===== src/hdl/efsd_pkg.sv =====
// Shared widths, limits and register map for the earliest-free-server dispatcher.
package efsd_pkg;

    localparam int MAX_SERVERS_DEF = 16;

    localparam int ARRIVAL_W = 24;
    localparam int SERVICE_W = 16;
    localparam int SERVER_W  = 4;
    localparam int TICK_W    = 25;
    localparam int SUM_W     = 32;
    localparam int JOBS_W    = 20;
    localparam int NUM_W     = 5;

    localparam int DATA_W    = 32;
    localparam int PADDR_W   = 3;

    localparam logic [TICK_W-1:0] TICK_MAX = {TICK_W{1'b1}};
    localparam logic [SUM_W-1:0]  SUM_MAX  = {SUM_W{1'b1}};
    localparam logic [JOBS_W-1:0] JOBS_MAX = {JOBS_W{1'b1}};

    localparam logic [PADDR_W-1:0] REG_NUM_SERVERS = 3'h0;
    localparam logic [NUM_W-1:0]   NUM_SERVERS_RST = 5'd1;

endpackage


===== src/hdl/efsd_if.sv =====
// Job and result channel interfaces of the dispatcher.
interface efsd_job_if;
    logic                           valid;
    logic                           ready;
    logic [efsd_pkg::ARRIVAL_W-1:0] arrival_time;
    logic [efsd_pkg::SERVICE_W-1:0] service_time;

    modport source (output valid, output arrival_time, output service_time, input ready);
    modport sink   (input valid, input arrival_time, input service_time, output ready);
endinterface

interface efsd_res_if;
    logic                          valid;
    logic                          ready;
    logic [efsd_pkg::SERVER_W-1:0] server_index;
    logic [efsd_pkg::TICK_W-1:0]   wait_time;
    logic [efsd_pkg::TICK_W-1:0]   finish_time;
    logic [efsd_pkg::SUM_W-1:0]    total_wait;
    logic [efsd_pkg::TICK_W-1:0]   max_wait;
    logic [efsd_pkg::TICK_W-1:0]   latest_finish;
    logic [efsd_pkg::JOBS_W-1:0]   job_count;

    modport source (output valid, output server_index, output wait_time, output finish_time,
                    output total_wait, output max_wait, output latest_finish,
                    output job_count, input ready);
    modport sink   (input valid, input server_index, input wait_time, input finish_time,
                    input total_wait, input max_wait, input latest_finish,
                    input job_count, output ready);
endinterface


===== src/hdl/earliest_free_server_dispatch_top.sv =====
// Earliest-free-server dispatcher: fill, finish-time scan, start/finish and statistics.
// A job that fills an unused server goes straight to the start and finish steps; one
// that scans first has the single comparator read one finish time per cycle over the
// n active servers. A new job is accepted only in the idle step, after the last job's
// result is loaded into the output register; a stalled result holds the finish step.
// Reset (synchronous, active low) clears the sequencer, counters and statistics and sets
// num_servers to 1; finish-time entries are always written before they are scanned.
module earliest_free_server_dispatch_top #(
    parameter int MAX_SERVERS = efsd_pkg::MAX_SERVERS_DEF
) (
    input  logic                         i_clk,
    input  logic                         i_rst_n,
    efsd_job_if.sink                     i_job,
    efsd_res_if.source                   o_res,
    input  logic                         psel,
    input  logic                         penable,
    input  logic                         pwrite,
    input  logic [efsd_pkg::PADDR_W-1:0] paddr,
    input  logic [efsd_pkg::DATA_W-1:0]  pwdata,
    output logic [efsd_pkg::DATA_W-1:0]  prdata,
    output logic                         pready
);

    localparam int IDX_W    = (MAX_SERVERS > 1) ? $clog2(MAX_SERVERS) : 1;
    localparam int CNT_W    = $clog2(MAX_SERVERS + 1);
    localparam int ARR_W    = efsd_pkg::ARRIVAL_W;
    localparam int SRV_W    = efsd_pkg::SERVICE_W;
    localparam int SEL_W    = efsd_pkg::SERVER_W;
    localparam int TICK_W   = efsd_pkg::TICK_W;
    localparam int SUM_W    = efsd_pkg::SUM_W;
    localparam int JOBS_W   = efsd_pkg::JOBS_W;
    localparam int NUM_W    = efsd_pkg::NUM_W;
    localparam int DATA_W   = efsd_pkg::DATA_W;

    typedef enum logic [1:0] {
        S_IDLE,
        S_SCAN,
        S_START,
        S_FINISH
    } t_state;

    t_state              r_state;
    logic [NUM_W-1:0]    r_num;
    logic [CNT_W-1:0]    r_used;
    logic [CNT_W-1:0]    r_n;
    logic [CNT_W-1:0]    r_ptr;
    logic                r_cmp_vld;
    logic [IDX_W-1:0]    r_cmp_idx;
    logic [IDX_W-1:0]    r_sel;
    logic [TICK_W-1:0]   r_best;
    logic [ARR_W-1:0]    r_arrive;
    logic [SRV_W-1:0]    r_serve;
    logic [TICK_W-1:0]   r_start;
    logic [TICK_W-1:0]   r_wait;
    logic [SUM_W-1:0]    r_wait_sum;
    logic [TICK_W-1:0]   r_wait_peak;
    logic [TICK_W-1:0]   r_fin_peak;
    logic [JOBS_W-1:0]   r_jobs;
    logic                r_out_vld;
    logic [SEL_W-1:0]    r_out_sel;
    logic [TICK_W-1:0]   r_out_wait;
    logic [TICK_W-1:0]   r_out_fin;

    logic [TICK_W-1:0]   r_finish_mem [MAX_SERVERS];
    logic [TICK_W-1:0]   r_rd_data;

    logic [CNT_W-1:0]    w_n;
    logic                w_accept;
    logic                w_cfg_wr;
    logic                w_load;
    logic                w_rd_en;
    logic [TICK_W:0]     w_fin_sum;
    logic [TICK_W-1:0]   w_fin;
    logic [SUM_W:0]      w_sum_ext;
    logic [SUM_W-1:0]    n_wait_sum;
    logic [TICK_W-1:0]   w_arrive_ext;

    always_comb begin
        if (r_num == '0) begin
            w_n = CNT_W'(1);
        end else if (32'(r_num) > 32'(MAX_SERVERS)) begin
            w_n = CNT_W'(MAX_SERVERS);
        end else begin
            w_n = CNT_W'(r_num);
        end
    end

    assign w_accept     = i_job.valid && i_job.ready;
    assign w_cfg_wr     = psel && penable && pwrite && pready;
    assign w_load       = (r_state == S_FINISH) && (!r_out_vld || o_res.ready);
    assign w_rd_en      = (r_state == S_SCAN) && (r_ptr < r_n);
    assign w_arrive_ext = TICK_W'(r_arrive);

    assign w_fin_sum = {1'b0, r_start} + (TICK_W + 1)'(r_serve);
    assign w_fin     = w_fin_sum[TICK_W] ? efsd_pkg::TICK_MAX : w_fin_sum[TICK_W-1:0];

    assign w_sum_ext  = {1'b0, r_wait_sum} + (SUM_W + 1)'(r_wait);
    assign n_wait_sum = w_sum_ext[SUM_W] ? efsd_pkg::SUM_MAX : w_sum_ext[SUM_W-1:0];

    assign i_job.ready = (r_state == S_IDLE);
    assign pready      = 1'b1;
    assign prdata      = (paddr[efsd_pkg::PADDR_W-1:2] ==
                          efsd_pkg::REG_NUM_SERVERS[efsd_pkg::PADDR_W-1:2])
                         ? DATA_W'(r_num) : '0;

    assign o_res.valid         = r_out_vld;
    assign o_res.server_index  = r_out_sel;
    assign o_res.wait_time     = r_out_wait;
    assign o_res.finish_time   = r_out_fin;
    assign o_res.total_wait    = r_wait_sum;
    assign o_res.max_wait      = r_wait_peak;
    assign o_res.latest_finish = r_fin_peak;
    assign o_res.job_count     = r_jobs;

    always_ff @(posedge i_clk) begin
        if (w_load) begin
            r_finish_mem[r_sel] <= w_fin;
        end
    end

    always_ff @(posedge i_clk) begin
        if (w_rd_en) begin
            r_rd_data <= r_finish_mem[r_ptr[IDX_W-1:0]];
        end
    end

    always_ff @(posedge i_clk) begin
        if (!i_rst_n) begin
            r_state     <= S_IDLE;
            r_num       <= efsd_pkg::NUM_SERVERS_RST;
            r_used      <= '0;
            r_n         <= CNT_W'(1);
            r_ptr       <= '0;
            r_cmp_vld   <= 1'b0;
            r_cmp_idx   <= '0;
            r_sel       <= '0;
            r_best      <= '0;
            r_arrive    <= '0;
            r_serve     <= '0;
            r_start     <= '0;
            r_wait      <= '0;
            r_wait_sum  <= '0;
            r_wait_peak <= '0;
            r_fin_peak  <= '0;
            r_jobs      <= '0;
            r_out_vld   <= 1'b0;
            r_out_sel   <= '0;
            r_out_wait  <= '0;
            r_out_fin   <= '0;
        end else begin
            if (w_cfg_wr && (paddr[efsd_pkg::PADDR_W-1:2] ==
                             efsd_pkg::REG_NUM_SERVERS[efsd_pkg::PADDR_W-1:2])) begin
                r_num <= pwdata[NUM_W-1:0];
            end

            if (o_res.ready && !w_load) begin
                r_out_vld <= 1'b0;
            end

            unique case (r_state)
                S_IDLE: begin
                    if (w_accept) begin
                        r_arrive <= i_job.arrival_time;
                        r_serve  <= i_job.service_time;
                        r_n      <= w_n;
                        if (r_used < w_n) begin
                            r_sel   <= r_used[IDX_W-1:0];
                            r_best  <= TICK_W'(i_job.arrival_time);
                            r_used  <= r_used + CNT_W'(1);
                            r_state <= S_START;
                        end else begin
                            r_ptr     <= '0;
                            r_cmp_vld <= 1'b0;
                            r_state   <= S_SCAN;
                        end
                    end
                end
                S_SCAN: begin
                    if (r_ptr < r_n) begin
                        r_ptr     <= r_ptr + CNT_W'(1);
                        r_cmp_vld <= 1'b1;
                        r_cmp_idx <= r_ptr[IDX_W-1:0];
                    end else begin
                        r_cmp_vld <= 1'b0;
                    end
                    if (r_cmp_vld && ((r_cmp_idx == '0) || (r_rd_data < r_best))) begin
                        r_best <= r_rd_data;
                        r_sel  <= r_cmp_idx;
                    end
                    if (r_cmp_vld && (r_ptr == r_n)) begin
                        r_state <= S_START;
                    end
                end
                S_START: begin
                    if (r_best >= w_arrive_ext) begin
                        r_start <= r_best;
                        r_wait  <= r_best - w_arrive_ext;
                    end else begin
                        r_start <= w_arrive_ext;
                        r_wait  <= '0;
                    end
                    r_state <= S_FINISH;
                end
                S_FINISH: begin
                    if (w_load) begin
                        r_out_vld  <= 1'b1;
                        r_out_sel  <= SEL_W'(r_sel);
                        r_out_wait <= r_wait;
                        r_out_fin  <= w_fin;
                        r_wait_sum <= n_wait_sum;
                        if (r_wait > r_wait_peak) begin
                            r_wait_peak <= r_wait;
                        end
                        if (w_fin > r_fin_peak) begin
                            r_fin_peak <= w_fin;
                        end
                        if (r_jobs != efsd_pkg::JOBS_MAX) begin
                            r_jobs <= r_jobs + JOBS_W'(1);
                        end
                        r_state <= S_IDLE;
                    end
                end
                default: begin
                    r_state <= S_IDLE;
                end
            endcase
        end
    end

    a_used_bound: assert property (@(posedge i_clk) disable iff (!i_rst_n)
        32'(r_used) <= 32'(MAX_SERVERS))
        else $error("filled server count exceeds server limit");

    a_sel_in_range: assert property (@(posedge i_clk) disable iff (!i_rst_n)
        (r_state == S_START) |-> (CNT_W'(r_sel) < r_n))
        else $error("selected server outside active range");

    a_out_from_finish: assert property (@(posedge i_clk) disable iff (!i_rst_n)
        $rose(r_out_vld) |-> $past(r_state == S_FINISH))
        else $error("result raised outside finish step");

    a_sum_monotone: assert property (@(posedge i_clk) disable iff (!i_rst_n)
        $past(i_rst_n) |-> (r_wait_sum >= $past(r_wait_sum)) && (r_jobs >= $past(r_jobs)))
        else $error("running totals decreased");

endmodule

===== src/flat_wrapper.sv =====
// flat-port wrapper written by rule: the top's interface ports become plain ports
module earliest_free_server_dispatch_top_flat 
#(
    parameter int MAX_SERVERS = efsd_pkg::MAX_SERVERS_DEF
)
  (i_clk, i_rst_n, psel, penable, pwrite, paddr, pwdata, prdata, pready, i_job_valid, i_job_arrival_time, i_job_service_time, i_job_ready, o_res_valid, o_res_server_index, o_res_wait_time, o_res_finish_time, o_res_total_wait, o_res_max_wait, o_res_latest_finish, o_res_job_count, o_res_ready);
  efsd_job_if i_job_i ();
  efsd_res_if o_res_i ();
  input  logic i_clk;
  input  logic i_rst_n;
  input  logic psel;
  input  logic penable;
  input  logic pwrite;
  input  logic [efsd_pkg::PADDR_W-1:0] paddr;
  input  logic [efsd_pkg::DATA_W-1:0] pwdata;
  output logic [efsd_pkg::DATA_W-1:0] prdata;
  output logic pready;
  input wire logic [$bits(i_job_i.valid)-1:0] i_job_valid;
  input wire logic [$bits(i_job_i.arrival_time)-1:0] i_job_arrival_time;
  input wire logic [$bits(i_job_i.service_time)-1:0] i_job_service_time;
  output wire logic [$bits(i_job_i.ready)-1:0] i_job_ready;
  output wire logic [$bits(o_res_i.valid)-1:0] o_res_valid;
  output wire logic [$bits(o_res_i.server_index)-1:0] o_res_server_index;
  output wire logic [$bits(o_res_i.wait_time)-1:0] o_res_wait_time;
  output wire logic [$bits(o_res_i.finish_time)-1:0] o_res_finish_time;
  output wire logic [$bits(o_res_i.total_wait)-1:0] o_res_total_wait;
  output wire logic [$bits(o_res_i.max_wait)-1:0] o_res_max_wait;
  output wire logic [$bits(o_res_i.latest_finish)-1:0] o_res_latest_finish;
  output wire logic [$bits(o_res_i.job_count)-1:0] o_res_job_count;
  input wire logic [$bits(o_res_i.ready)-1:0] o_res_ready;
  assign i_job_i.valid = i_job_valid;
  assign i_job_i.arrival_time = i_job_arrival_time;
  assign i_job_i.service_time = i_job_service_time;
  assign i_job_ready = i_job_i.ready;
  assign o_res_valid = o_res_i.valid;
  assign o_res_server_index = o_res_i.server_index;
  assign o_res_wait_time = o_res_i.wait_time;
  assign o_res_finish_time = o_res_i.finish_time;
  assign o_res_total_wait = o_res_i.total_wait;
  assign o_res_max_wait = o_res_i.max_wait;
  assign o_res_latest_finish = o_res_i.latest_finish;
  assign o_res_job_count = o_res_i.job_count;
  assign o_res_i.ready = o_res_ready;
  earliest_free_server_dispatch_top #(.MAX_SERVERS(MAX_SERVERS)) u_core (.i_clk(i_clk), .i_rst_n(i_rst_n), .i_job(i_job_i), .o_res(o_res_i), .psel(psel), .penable(penable), .pwrite(pwrite), .paddr(paddr), .pwdata(pwdata), .prdata(prdata), .pready(pready));
endmodule

===== config.mk =====
export PLATFORM = sky130hd
export DESIGN_NAME = earliest_free_server_dispatch_top_flat
export DESIGN_NICKNAME = d
export VERILOG_FILES = /design/src/hdl/efsd_pkg.sv /design/src/hdl/efsd_if.sv /design/src/hdl/earliest_free_server_dispatch_top.sv /design/src/flat_wrapper.sv
export SDC_FILE = /design/constraint.sdc
export NUM_CORES = 1
export LEC_CHECK = 0
export BUFFER_PORTS_ARGS = -buffer_cell sky130_fd_sc_hd__buf_4
export CAP_MARGIN = 10
export CORE_MARGIN = 8
export CORE_UTILIZATION = 45
export CTS_CLUSTER_DIAMETER = 100
export CTS_CLUSTER_SIZE = 8
export DETAILED_ROUTE_END_ITERATION = 7
export GPL_TIMING_DRIVEN = 0
export PLACE_DENSITY = 0.63
export SLEW_MARGIN = 20
export SYNTH_ARGS = -nofsm -noshare
export SYNTH_HDL_FRONTEND = slang
export SYNTH_SLANG_ARGS = --single-unit

===== constraint.sdc =====
create_clock -name i_clk -period 7.03 [get_ports i_clk]
set_clock_uncertainty 0.1 [all_clocks]
set_input_delay 0 -clock i_clk [delete_from_list [all_inputs] [get_ports i_clk]]
set_output_delay 0 -clock i_clk [all_outputs]
set_load 0.05 [all_outputs]

==> results.py <==
metrics = {
    "timing": {
        "whs_ns": 0.05982,
        "finalHoldViolations": 0,
        "worst_slew_pin_slew_ns": 1.111,
        "setup_viol": 0,
        "period_needed_ns": 6.581,
        "final.period_utilization_pct": 93.62,
        "tns_ns": 0,
        "max_clock_freq_ghz": 0.1519,
        "relSlewSlack_pct": 25.94,
        "rsz0062_at_grt": "no",
        "drv_slew": 0,
    },
    "drt": {
        "wl_met2_um": 52330,
        "vias": 25390,
        "drtIter0Drc": 2234,
        "totalWireLength_um": 108600,
        "drcViolationCount": 0,
        "ant_nets": 0,
        "viasPerCell": 5.891,
        "wl_met1_um": 43850,
        "highest_layer": "met5",
        "wl_per_cell_um": 25.21,
        "wl_met3_um": 8019,
        "first_pass_iters": 6,
    },
    "layout": {
        "drive_gt1_share_pct": 17.13,
        "fin_nets": 3517,
        "nFillCells": 6239,
        "layout_commonest_cell": "edfxtp_1",
        "layout_common_cells": "425 x edfxtp_1, 303 x dfxtp_1, 263 x a21oi_1",
        "syn2layout_area_growth_pct": 20.98,
        "final_util_pct": 54.95,
    },
    "floorplan": {
        "io_pins": 273,
        "die_area_um2": 84030,
        "die_y_um": 289.9,
        "rows": 100,
        "core_um2": 74320,
        "start_util_pct": 45.42,
        "die_x_um": 289.9,
    },
    "pwr": {
        "clock_power_share_pct": 26.4,
        "switching_share_pct": 39.33,
        "p_leak_nw": 15.07,
        "powerDensity_nw_per_um2": 419.0,
        "p_seq_share_pct": 34.1,
        "vdd.ir_drop.worst_uv": 351.0,
        "power_w": 0.01711,
        "p_int_w": 0.01038,
        "power_frac_comb_pct": 39.6,
        "p_switching_w": 0.006731,
    },
    "clocking": {
        "cts_tree": "built",
        "cts_inserted_buffers": 100,
        "cts_root_buf": "clkbuf_16",
        "clk_latency_ns": 0.68,
        "clk_pin_slew_worst_paths_ns": 0.06,
        "cts.sinks": 728,
        "clockBufferDepth": 3,
        "htreeDepth": 3,
        "cts_setup_buffers": 0,
    },
    "place": {
        "hpwl_um": 79810,
        "gp_congestion": 0.9205,
        "io_buffers": 215,
    },
    "critical_path": {
        "rr_worst_depth": 21,
        "r2r_start": "u_core.r_serve[0]",
        "cp.required_ns": 7.53,
        "crit_fanout": 17,
        "crit_path_end_kind": "flip-flop",
        "rr_endpoint": "u_core.o_res.latest_finish[15]",
        "crit_type": "flip-flop to flip-flop",
        "arrival_ns": 7.08,
        "startpoint_type": "flip-flop",
        "r2r_slack_ns": 0.45,
    },
    "hold_path": {
        "hold-path-endpoint": "u_core.r_serve[10]",
        "hp-class": "input pin to flip-flop",
        "whs_path_depth": 4,
        "hp-start": "i_job_service_time[10]",
    },
    "grt": {
        "grt_pass1_wl_um": 160100,
        "grt-ovfl-total": 0,
        "antenna_found_initial": 5,
        "grt_pass1_vias": 24948,
        "grt_max_degree": 26,
        "track_usage_pct": 24.88,
    },
    "job": {
        "maxCapViolations": 0,
    },
    "yosys": {
        "yosys_warnings": 0,
        "synth_seq_area_share_pct": 55.78,
        "ys.flop_type": "edfxtp_1",
        "syn_avg_cell_area_um2": 11.89,
        "synth_edf_count": 425,
        "ys_types": 75,
        "mappedNetlistArea_um2": 33760,
        "synth_cells": 2838,
        "async_reset_ff_share_pct": 0,
        "synth-seq-cells": 728,
    },
    "status": {
        "status": "finished clean",
    },
}
power groups by stage:
stage | Combinational [W] | Sequential (W) | Clock [W]
floorplan | 0.00440 | 0.00587 | 0
CTS | 0.00667 | 0.00582 | 0.00457
global placement | 0.00640 | 0.00589 | 0
finish | 0.00677 | 0.00583 | 0.00451
detailed placement | 0.00660 | 0.00590 | 0
global route | 0.00729 | 0.00586 | 0.00475
critical path, stage by stage (launching register included):
cell	delay, ns
dfxtp_1	0.35
ha_1	0.20
inv_1	0.06
fa_1	0.37
nand2b_1	0.20
a21oi_1	0.24
o41ai_1	0.14
o211a_1	0.26
o31ai_1	0.49
a21oi_1	0.31
nor3_2	0.48
mux2_2	0.56
ha_1	0.37
nand4_1	0.12
or2_2	0.35
nor3_1	0.28
a21oi_1	0.10
a21boi_1	0.40
clkbuf_1	0.47
clkbuf_1	0.38
o21ai_0	0.13
a21oi_1	0.16
repair_timing:
item / CTS / global route
endpoints found under the setup margin: 0 / 24
endpoints found under the hold margin: 89 / 0
hold buffers: 68 / 0
gates resized for setup: 0 / 4
cell type report:
cell class	instances	area, um^2	share of cell area [%]
repair buffers	310	2723	6.667
plain buffers	182	864.6	2.117
inverters	153	574.3	1.406
flip-flops and latches	728	18830	46.10
multi-input cells	1801	13720	33.59
well taps	969	1212	2.969
diodes	2	5.005	0.01226
clock inverters	6	166.4	0.4075
clock buffers	159	2745	6.722
through the flow:
stage / cells / instance area, um^2 / setup slack [ns]
5_1_grt: 4308 / 40830 / 0.01120
2_1_floorplan: 2864 / 33850 / 2.046
3_3_place_gp: 4048 / 36680 / 0.2497
4_1_cts: 4308 / 40820 / 0.1211
6_report: 4310 / 40840 / 0.4487
3_5_place_dp: 4075 / 37230 / 0.1605
Yosys cell counts, drive strengths merged, types with 42 or more instances:
master | count | area [um^2]
nand3 | 67 | 335.3
dfxtp | 303 | 6066
a211oi | 42 | 320.3
a21oi | 263 | 1316
nand2 | 243 | 914.6
ha | 156 | 1952
clkbuf | 118 | 444.2
nand4b | 49 | 429.2
buf | 64 | 409.1
inv | 152 | 570.6
o21ai | 159 | 795.8
nand4 | 75 | 469.2
mux2i | 67 | 670.6
mux4 | 125 | 2815
a21o | 51 | 382.9
nor2 | 125 | 469.2
edfxtp | 425 | 12760
worst max path at each step:
stage	startpoint	to	slack (ns)	cells past startpoint
floorplan	u_core.r_start[0]	u_core.o_res.latest_finish[13]	2.05	21
global placement	u_core.r_state[0]	u_core.r_finish_mem[8][13]	0.25	6
detailed placement	u_core.r_serve[0]	u_core.o_res.latest_finish[15]	0.16	21
CTS	u_core.r_serve[0]	u_core.o_res.latest_finish[21]	0.12	21
global route	u_core.r_serve[0]	u_core.o_res.latest_finish[16]	0.01	22
finish	u_core.r_serve[0]	u_core.o_res.latest_finish[15]	0.45	21
cells by family after synthesis:
| kind of cell | synth area share (%) |
|---|---|
| flip-flops | 55.78 |
| XOR/XNOR | 1.868 |
| AO/OA/AOI/OAI | 11.14 |
| adder cells (fa/ha/maj) | 5.960 |
| AND/OR/NAND/NOR | 10.61 |
| multiplexers | 10.39 |
| buffers and inverters | 4.229 |
| other | 0.02225 |
flip-flops by register name, summed over array words and instances, names as in the netlist, 4 cells and up:
| name | flops |
|---|---|
| u_core.o_res.finish_time | 25 |
| u_core.o_res.job_count | 20 |
| u_core.o_res.latest_finish | 25 |
| u_core.o_res.max_wait | 25 |
| u_core.o_res.server_index | 4 |
| u_core.o_res.total_wait | 32 |
| u_core.o_res.wait_time | 25 |
| u_core.r_arrive | 24 |
| u_core.r_best | 25 |
| u_core.r_cmp_idx | 4 |
| u_core.r_finish_mem | 400 |
| u_core.r_n | 5 |
| u_core.r_num | 5 |
| u_core.r_ptr | 5 |
| u_core.r_rd_data | 25 |
| u_core.r_sel | 4 |
| u_core.r_serve | 16 |
| u_core.r_start | 25 |
| u_core.r_used | 5 |
| u_core.r_wait | 25 |
layer usage:
metal | vias to the layer above | global-route usage [%]
li1 | 11432 | -
met1 | 12549 | 31.74
met2 | 1145 | 41.75
met3 | 262 | 4.772
met4 | 2 | 9.657
met5 | - | 0
No activity file was read; power rests on OpenSTA's default activity.
